## config.mk

```make
export PLATFORM = sky130hd
export DESIGN_NAME = touch_report_parser_core
export DESIGN_NICKNAME = d
export VERILOG_FILES = /design/src/rtl/tpr_pkg.sv /design/src/rtl/touch_report_parser_core.sv /design/src/rtl/tpr_ctrl.sv /design/src/rtl/tpr_dp.sv
export VERILOG_INCLUDE_DIRS = /design/src /design/src/rtl
export SDC_FILE = /design/constraint.sdc
export NUM_CORES = 1
export LEC_CHECK = 0
export BUFFER_PORTS_ARGS = -buffer_cell sky130_fd_sc_hd__buf_4
export CAP_MARGIN = 10
export CORE_MARGIN = 5
export CORE_UTILIZATION = 35
export CTS_CLUSTER_SIZE = 20
export DETAILED_ROUTE_END_ITERATION = 6
export PLACE_DENSITY = 0.48
export SLEW_MARGIN = 20
export SYNTH_ARGS = -nofsm -noshare
export SYNTH_HDL_FRONTEND = slang
export SYNTH_SLANG_ARGS = --single-unit
```

## constraint.sdc

```tcl
create_clock -name clk -period 9.75 [get_ports clk]
set_input_delay 0.4875 -clock clk [delete_from_list [all_inputs] [get_ports clk]]
set_output_delay 0.4875 -clock clk [all_outputs]
set_load 0.05 [all_outputs]
```

## src/rtl/assert_macros.svh

```systemverilog
// Assertion helpers shared by the touch report parser modules.
`ifndef ASSERT_MACROS_SVH
`define ASSERT_MACROS_SVH

// Same-cycle implication, disabled while reset is high.
`define TPR_IMPLY(lbl, clk, rst, ante, cons, msg) \
  lbl: assert property (@(posedge clk) disable iff (rst) (ante) |-> (cons)) else $error(msg);

// Next-cycle implication, disabled while reset is high.
`define TPR_NEXT(lbl, clk, rst, ante, cons, msg) \
  lbl: assert property (@(posedge clk) disable iff (rst) (ante) |=> (cons)) else $error(msg);

`endif

```

## src/rtl/tpr_pkg.sv

```systemverilog
package tpr_pkg;

  localparam int REPORT_BYTES = 43;
  localparam int TOUCH_SLOTS  = 5;
  localparam int SLOT_AREA    = 4 * TOUCH_SLOTS;

  localparam int COUNT_W = $clog2(REPORT_BYTES);
  localparam int SLOT_W  = (TOUCH_SLOTS > 1) ? $clog2(TOUCH_SLOTS) : 1;

  localparam logic [7:0]  ID_RESET     = 8'h5A;
  localparam logic [12:0] WIDTH_RESET  = 13'd720;
  localparam logic [12:0] HEIGHT_RESET = 13'd1440;
  localparam logic [7:0]  EMPTY_BYTE   = 8'hFF;

  typedef enum logic [1:0] {
    CFG_REPORT_ID  = 2'd0,
    CFG_LCD_WIDTH  = 2'd1,
    CFG_LCD_HEIGHT = 2'd2
  } cfg_index_t;

  typedef enum logic [1:0] {
    ST_POINT   = 2'd0,
    ST_RELEASE = 2'd1,
    ST_BAD_ID  = 2'd2,
    ST_BAD_CHK = 2'd3
  } result_kind_t;

  typedef enum logic [2:0] {
    S_RECV,
    S_CHECK,
    S_SCAN,
    S_MAP,
    S_LOAD,
    S_SINGLE
  } tpr_state_t;

  typedef struct packed {
    logic accept;
    logic start_scan;
    logic next_slot;
    logic map;
    logic load_point;
    logic load_single;
    logic set_active;
    logic clr_active;
  } tpr_cmd_t;

  typedef struct packed {
    logic frame_end;
    logic id_ok;
    logic chk_ok;
    logic any_active;
    logic was_active;
    logic cur_active;
    logic cur_last;
    logic out_free;
  } tpr_sts_t;

  // Scales a 12-bit raw coordinate to the display size, clamped to 12 bits.
  function automatic logic [11:0] map_coord(logic [11:0] raw, logic [12:0] size);
    logic [24:0] prod;
    logic [13:0] v;
    prod = {13'd0, raw} * {12'd0, size};
    if (raw[11]) begin
      v = (size == 13'd0) ? 14'd0 : {1'b0, size - 13'd1};
    end else begin
      v = prod[24:11];
    end
    return (v > 14'd4095) ? 12'hFFF : v[11:0];
  endfunction

  function automatic logic [2:0] slot_field(logic [SLOT_W-1:0] idx);
    return 3'(idx);
  endfunction

endpackage

```

## src/rtl/touch_report_parser_core.sv

```systemverilog
// Touch report parser. Bytes of a fixed-length report (43 bytes: report ID,
// five 4-byte touch slots, padding, checksum) enter one per beat on the s_
// stream, with s_tuser marking the first byte of a report. s_tready stays
// high while a report is being received; a start flag in mid-report drops
// the partial report silently, and stray bytes outside a report are ignored.
// After the checksum byte the block checks the report in a check state, with
// s_tready low, and then emits its results on the m_ stream. A bad ID or bad
// checksum gives one status beat, and a touch-free report that follows one
// with touches gives one release beat; either then passes through a load
// state. A good report gives one beat per active slot, and each active slot
// passes through a scan state, a coordinate-scaling state using the two 12x13
// multipliers and a load state, plus a scan state per empty slot skipped
// before the last active one. A touch-free report that owes nothing goes
// back to receiving straight after the check. m_tlast marks the final beat
// of a report. A result waits in an output register, so a new report starts
// as soon as the last result is loaded; a stalled consumer holds the block
// only while a further result has to be loaded behind one that has not been
// taken yet. Configuration writes (report ID, display width, display height)
// are always taken and should only be issued while idle.
module touch_report_parser_core import tpr_pkg::*; (
  input  logic        clk,
  input  logic        rst,
  // Input bytes.
  input  logic        s_tvalid,
  output logic        s_tready,
  input  logic [7:0]  s_tdata,   // [7:0] data_byte
  input  logic        s_tuser,   // [0] frame_start
  // Configuration writes.
  input  logic        cfg_valid,
  output logic        cfg_ready,
  input  logic [1:0]  cfg_index,
  input  logic [12:0] cfg_data,
  // Results.
  output logic        m_tvalid,
  input  logic        m_tready,
  output logic [63:0] m_tdata,   // [2:0] slot, [14:3] raw_x, [26:15] raw_y,
                                 // [38:27] lcd_x, [50:39] lcd_y, [58:51] pressure
  output logic [1:0]  m_tuser,   // [1:0] status
  output logic        m_tlast    // [0] last
);

  tpr_cmd_t cmd;
  tpr_sts_t sts;

  // Configuration registers are plain flops, so a write never has to wait.
  assign cfg_ready = 1'b1;

  tpr_ctrl u_ctrl (
    .clk      (clk),
    .rst      (rst),
    .s_tvalid (s_tvalid),
    .s_tready (s_tready),
    .sts      (sts),
    .cmd      (cmd)
  );

  tpr_dp u_dp (
    .clk       (clk),
    .rst       (rst),
    .cmd       (cmd),
    .sts       (sts),
    .s_tdata   (s_tdata),
    .s_tuser   (s_tuser),
    .cfg_we    (cfg_valid && cfg_ready),
    .cfg_index (cfg_index),
    .cfg_data  (cfg_data),
    .m_tready  (m_tready),
    .m_tvalid  (m_tvalid),
    .m_tdata   (m_tdata),
    .m_tuser   (m_tuser),
    .m_tlast   (m_tlast)
  );

endmodule

```

## src/rtl/tpr_ctrl.sv

```systemverilog
`include "assert_macros.svh"

module tpr_ctrl import tpr_pkg::*; (
  input  logic     clk,
  input  logic     rst,
  input  logic     s_tvalid,
  output logic     s_tready,
  input  tpr_sts_t sts,
  output tpr_cmd_t cmd
);

  tpr_state_t state, state_next;

  always_ff @(posedge clk) begin
    if (rst) begin
      state <= S_RECV;
    end else begin
      state <= state_next;
    end
  end

  always_comb begin
    state_next = state;
    unique case (state)
      S_RECV: begin
        if (s_tvalid && sts.frame_end) state_next = S_CHECK;
      end
      S_CHECK: begin
        priority if (!sts.id_ok || !sts.chk_ok) state_next = S_SINGLE;
        else if (sts.any_active) state_next = S_SCAN;
        else if (sts.was_active) state_next = S_SINGLE;
        else state_next = S_RECV;
      end
      S_SCAN: begin
        if (sts.cur_active) state_next = S_MAP;
      end
      S_MAP: begin
        state_next = S_LOAD;
      end
      S_LOAD: begin
        if (sts.out_free) state_next = sts.cur_last ? S_RECV : S_SCAN;
      end
      S_SINGLE: begin
        if (sts.out_free) state_next = S_RECV;
      end
      default: state_next = S_RECV;
    endcase
  end

  always_comb begin
    cmd      = '0;
    s_tready = 1'b0;
    unique case (state)
      S_RECV: begin
        s_tready   = 1'b1;
        cmd.accept = s_tvalid;
      end
      S_CHECK: begin
        cmd.start_scan = 1'b1;
        if (sts.id_ok && sts.chk_ok) begin
          cmd.set_active = sts.any_active;
          cmd.clr_active = !sts.any_active && sts.was_active;
        end
      end
      S_SCAN: begin
        cmd.next_slot = !sts.cur_active;
      end
      S_MAP: begin
        cmd.map = 1'b1;
      end
      S_LOAD: begin
        cmd.load_point = sts.out_free;
        cmd.next_slot  = sts.out_free && !sts.cur_last;
      end
      S_SINGLE: begin
        cmd.load_single = sts.out_free;
      end
      default: cmd = '0;
    endcase
  end

  `TPR_NEXT(a_end_check, clk, rst, (cmd.accept && sts.frame_end), (state == S_CHECK), "final byte did not lead to the check step")
  `TPR_IMPLY(a_load_free, clk, rst, (cmd.load_point || cmd.load_single), sts.out_free, "result loaded over an untaken result")

endmodule

```

## src/rtl/tpr_dp.sv

```systemverilog
`include "assert_macros.svh"

module tpr_dp import tpr_pkg::*; (
  input  logic        clk,
  input  logic        rst,
  input  tpr_cmd_t    cmd,
  output tpr_sts_t    sts,
  input  logic [7:0]  s_tdata,
  input  logic        s_tuser,
  input  logic        cfg_we,
  input  logic [1:0]  cfg_index,
  input  logic [12:0] cfg_data,
  input  logic        m_tready,
  output logic        m_tvalid,
  output logic [63:0] m_tdata,
  output logic [1:0]  m_tuser,
  output logic        m_tlast
);

  logic [7:0]  report_id;
  logic [12:0] lcd_width;
  logic [12:0] lcd_height;

  logic [COUNT_W-1:0] byte_count;
  logic [7:0]         running_sum;
  logic               in_frame;
  logic               id_matched;
  logic               chk_ok;
  logic               was_active;

  logic [3:0][7:0] slot_mem [TOUCH_SLOTS];
  logic [TOUCH_SLOTS-1:0] act_mask;
  logic [TOUCH_SLOTS-1:0] act_now;
  logic [SLOT_W-1:0]      slot_idx;

  logic [11:0] map_x;
  logic [11:0] map_y;

  logic         out_valid;
  result_kind_t out_kind;
  logic [2:0]   out_slot;
  logic [11:0]  out_raw_x;
  logic [11:0]  out_raw_y;
  logic [11:0]  out_lcd_x;
  logic [11:0]  out_lcd_y;
  logic [7:0]   out_pressure;
  logic         out_last;

  logic               eff_in;
  logic [COUNT_W-1:0] pos;
  logic [7:0]         sum_base;
  logic [7:0]         sum_next;
  logic               in_area;
  logic [COUNT_W-1:0] widx;
  logic [SLOT_W-1:0]  wrow;
  logic [1:0]         wlane;
  logic [11:0]        cur_rx;
  logic [11:0]        cur_ry;
  logic               cur_last;

  // A start flag restarts the count and the sum on this very byte.
  assign eff_in   = s_tuser || in_frame;
  assign pos      = s_tuser ? '0 : byte_count;
  assign sum_base = s_tuser ? 8'd0 : running_sum;
  assign sum_next = sum_base + s_tdata;
  assign in_area  = (pos != '0) && (32'(pos) <= SLOT_AREA);
  assign widx     = pos - COUNT_W'(1);
  assign wrow     = SLOT_W'(widx >> 2);
  assign wlane    = widx[1:0];

  always_ff @(posedge clk) begin
    if (rst) begin
      report_id  <= ID_RESET;
      lcd_width  <= WIDTH_RESET;
      lcd_height <= HEIGHT_RESET;
    end else if (cfg_we) begin
      unique case (cfg_index)
        CFG_REPORT_ID:  report_id  <= cfg_data[7:0];
        CFG_LCD_WIDTH:  lcd_width  <= cfg_data;
        CFG_LCD_HEIGHT: lcd_height <= cfg_data;
        default: ;
      endcase
    end
  end

  always_ff @(posedge clk) begin
    if (rst) begin
      byte_count  <= '0;
      running_sum <= '0;
      in_frame    <= 1'b0;
      id_matched  <= 1'b0;
      chk_ok      <= 1'b0;
    end else if (cmd.accept && eff_in) begin
      if (pos == '0) id_matched <= (s_tdata == report_id);
      if (sts.frame_end) begin
        in_frame   <= 1'b0;
        byte_count <= '0;
        chk_ok     <= (sum_next == 8'd0);
      end else begin
        in_frame    <= 1'b1;
        byte_count  <= pos + COUNT_W'(1);
        running_sum <= sum_next;
      end
    end
  end

  always_ff @(posedge clk) begin
    if (cmd.accept && eff_in && in_area) begin
      slot_mem[wrow][wlane] <= s_tdata;
    end
  end

  always_ff @(posedge clk) begin
    if (rst) begin
      was_active <= 1'b0;
    end else if (cmd.set_active) begin
      was_active <= 1'b1;
    end else if (cmd.clr_active) begin
      was_active <= 1'b0;
    end
  end

  always_comb begin
    for (int i = 0; i < TOUCH_SLOTS; i++) begin
      act_now[i] = !((slot_mem[i][0] == EMPTY_BYTE) && (slot_mem[i][1] == EMPTY_BYTE) &&
                     (slot_mem[i][2] == EMPTY_BYTE));
    end
  end

  always_ff @(posedge clk) begin
    if (cmd.start_scan) begin
      act_mask <= act_now;
      slot_idx <= '0;
    end else if (cmd.next_slot) begin
      slot_idx <= slot_idx + SLOT_W'(1);
    end
  end

  always_comb begin
    cur_last = 1'b1;
    for (int j = 0; j < TOUCH_SLOTS; j++) begin
      if ((j > 32'(slot_idx)) && act_mask[j]) cur_last = 1'b0;
    end
  end

  assign cur_rx = {slot_mem[slot_idx][0][7:4], slot_mem[slot_idx][1]};
  assign cur_ry = {slot_mem[slot_idx][0][3:0], slot_mem[slot_idx][2]};

  always_ff @(posedge clk) begin
    if (cmd.map) begin
      map_x <= map_coord(cur_rx, lcd_width);
      map_y <= map_coord(cur_ry, lcd_height);
    end
  end

  always_ff @(posedge clk) begin
    if (rst) begin
      out_valid <= 1'b0;
    end else if (cmd.load_point || cmd.load_single) begin
      out_valid <= 1'b1;
    end else if (m_tready) begin
      out_valid <= 1'b0;
    end
  end

  always_ff @(posedge clk) begin
    if (cmd.load_point) begin
      out_kind     <= ST_POINT;
      out_slot     <= slot_field(slot_idx);
      out_raw_x    <= cur_rx;
      out_raw_y    <= cur_ry;
      out_lcd_x    <= map_x;
      out_lcd_y    <= map_y;
      out_pressure <= slot_mem[slot_idx][3];
      out_last     <= cur_last;
    end else if (cmd.load_single) begin
      priority if (!id_matched) out_kind <= ST_BAD_ID;
      else if (!chk_ok) out_kind <= ST_BAD_CHK;
      else out_kind <= ST_RELEASE;
      out_slot     <= '0;
      out_raw_x    <= '0;
      out_raw_y    <= '0;
      out_lcd_x    <= '0;
      out_lcd_y    <= '0;
      out_pressure <= '0;
      out_last     <= 1'b1;
    end
  end

  assign sts.frame_end  = eff_in && (pos >= COUNT_W'(REPORT_BYTES - 1));
  assign sts.id_ok      = id_matched;
  assign sts.chk_ok     = chk_ok;
  assign sts.any_active = |act_now;
  assign sts.was_active = was_active;
  assign sts.cur_active = act_mask[slot_idx];
  assign sts.cur_last   = cur_last;
  assign sts.out_free   = !out_valid || m_tready;

  assign m_tvalid = out_valid;
  assign m_tuser  = out_kind;
  assign m_tlast  = out_last;
  assign m_tdata  = {5'd0, out_pressure, out_lcd_y, out_lcd_x, out_raw_y, out_raw_x, out_slot};

  `TPR_IMPLY(a_point_active, clk, rst, cmd.load_point, act_mask[slot_idx], "touch point sent for an empty slot")
  `TPR_IMPLY(a_single_zero, clk, rst, (out_valid && (out_kind != ST_POINT)), (out_last && (m_tdata == 64'd0)), "status result carries point data")

endmodule

```

==> impl_metrics.yaml <==
floorplan:
  die_h_um: 288
  start_util_pct: 35.4
  die_area_sq_um: 82700
  die_width_um: 288
  core.rowCount: 101
  pin_count: 99
  core_sq_um: 76200
place:
  place_inst: 3365
  place_congestion: 0.864
  dp_worst_setup_slack_ps: 1530
  hpwl_um: 52400
  numPortBuffers: 92
cells_and_area:
  syn_to_final_growth_pct: 12.0
  final_common_cell: "edfxtp_1"
  fin_cells: 3448
  drive_gt1_share_pct: 11.9
  fillers: 7374
  nNetsFinal: 2765
  final_cell_mix: "edfxtp_1 (345), nand2_1 (327), inv_1 (309)"
  antenna_cells: 0
synthesis:
  synth.distinct_cells: 71
  synthCells: 2334
  ys_ff_latch: 409
  synthesis.area_sq_um: 27000
  synth_warnings: 0
  synth_edf_count: 345
  async_reset_ff_share_pct: 0
  synthFlopType: "edfxtp_1"
  postSynthAreaPerCell_sq_um: 11.5
  seq_area_frac_synth_pct: 43.2
worst_setup_path:
  endpoint_kind: "register"
  r2r-end: "u_dp.map_x[10]$_SDFFCE_PN1N_"
  start_kind: "register"
  worstPathCellList: "mux4_2 > mux2i_1 > nor2_1 > fa_1 > fa_1 > fa_1 > fa_1 > inv_1 > fa_1 > inv_1 > ha_1 > a21oi_1 > o21ai_0 > a2111oi_0 > o21ai_0 > a221oi_1 > nor2_1 > o22ai_1 > o221ai_1"
  worst_path_most_repeated_cell: "fa_1"
  critPathMaxStageDelay_ps: 850
  crit_required_ps: 10000
  crit_slowest_cell: "dfxtp_4"
  criticalPathCategory: "reg -> reg"
  r2r_cells: 19
  cp.depth: 19
  reg2reg_slack_ps: 1480
  crit_family: "adder cells"
  path_max_fanout: 37
  crit_arrival_ps: 8510
  path_buf_inv: 2
clock_tree:
  clk_pin_slew_ps: 60
  clk_latency_ps: 600
  cts_setup_buffers: 0
  clk_path_buf_depth: 3
  h-tree-depth: 2
  cts.sinks: 409
  cts_tree: "done"
  cts_hold_buffers: 0
  cts_buffers: 45
  root_buffer: "clkbuf_16"
  cts_resized: 0
detailed_routing:
  via_per_inst: 5.02
  antenna_left: 0
  drc: 0
  detail_route.iter0.violations: 1146
  num_vias: 17300
  drtPass1Iterations: 7
  wire_per_inst_um: 20.8
  wirelength_um: 71700
sta:
  setup_viol: 0
  fin_skew_ps: 26.0
  slew_headroom_pct: 25.9
  finalSetupTns_ps: 0
  tightest_slew_ps: 1110
  rsz0062_at_grt: "false"
  finalHoldViolCount: 0
  layout_setup_ws_ps: 1480
  fin_crit_ps: 8270
  whs_ps: 142
  period_share_pct: 84.8
  final_max_slew_viol_count: 0
  clock.fmax_mhz: 121
global_route:
  antenna_found_initial: 4
  grt-ovfl-total: 0
  first_global_vias: 18500
  grt_max_degree: 57
  grt_use_total_pct: 17.4
  grt_pass1_wl_um: 112000
min_path:
  hp-start: "cfg_data[10]"
  hp-class: "in -> reg"
  hold_end: "u_dp.lcd_height[10]$_SDFFE_PP1P_"
  hold_path_depth: 3
status:
  status: "finished clean"
run:
  cap_violations: 0
-- tightest hold or removal path: cells and delay by family --
family	cells	cell delay (ps)
buffers and inverters	1	90
AND/OR/NAND/NOR	2	110
-- cells in the mapped netlist (26+ instances only) --
library cell  number  area (sq um)
and2_1           130           813
clkbuf_1          94           353
edfxtp_1         345         10400
mux4_2            61          1370
xor2_1            26           228
nor2_1           134           503
dfxtp_1           64          1280
a21o_1            27           203
nand4_1           42           263
xnor2_1           41           359
o21ai_0           28           140
nand2_1          327          1230
mux2i_1           26           260
ha_1             135          1690
inv_1            309          1160
a21oi_1           63           315
fa_1             219          4380
-- layer usage --
| layer | track usage, % | part of all wire, % |
|---|---|---|
| met4 | 3.92 | 2.3 |
| met3 | 2.20 | 4.7 |
| met1 | 24.4 | 46 |
| met2 | 29.1 | 47 |
| met5 | 0 | 0 |
-- worst max-delay path by stage --
stage	end
CTS	u_dp.map_x[2]$_SDFFCE_PN1N_
global route	u_dp.map_x[2]$_SDFFCE_PN1N_
global placement	u_dp.map_x[11]$_SDFFCE_PN1N_
finish	u_dp.map_x[10]$_SDFFCE_PN1N_
detailed placement	u_dp.map_x[2]$_SDFFCE_PN1N_
floorplan	u_dp.map_x[11]$_SDFFCE_PN1N_
-- logic make-up after synthesis --
group,share of synthesized area [%]
simple gates,13.3
buf+inv,6.17
flops,43.2
fa+ha+maj,22.5
compound gates,5.30
mux,7.32
xor+xnor,2.18
other cells,0.0279
-- registers in the layout, summed over array words and instances (netlist names), 2 cells and up, named ones only --
signal	count
u_ctrl.state	3
u_dp.act_mask	5
u_dp.byte_count	6
u_dp.lcd_height	13
u_dp.lcd_width	13
u_dp.m_tuser	2
u_dp.map_x	12
u_dp.map_y	12
u_dp.out_lcd_x	12
u_dp.out_lcd_y	12
u_dp.out_pressure	8
u_dp.out_raw_x	12
u_dp.out_raw_y	12
u_dp.out_slot	3
u_dp.report_id	8
u_dp.running_sum	8
u_dp.slot_idx	3
u_dp.slot_mem	256
-- stage by stage --
| step | utilization, % | area, sq um |
|---|---|---|
| floorplan | - | 27000 |
| global placement | 37.6 | 28600 |
| detailed placement | 37.6 | 28600 |
| CTS | 39.6 | 30200 |
| global route | 39.6 | 30200 |
| finish | 39.6 | 30200 |
-- cell type report --
class                      instances  area [sq um]  area share (%)
clock buffer                      57          1250            4.14
inverter                         309          1160            3.84
clock inverter                    26           314            1.04
sequential                       409         11600            38.6
tap                             1030          1290            4.27
timing repair buffer             108           811            2.69
multi-input combinational       1509         13700            45.5
Power is left out: the tool's default activity adds up to more than one toggle a clock period on the data nets, which glitch-free logic cannot reach.
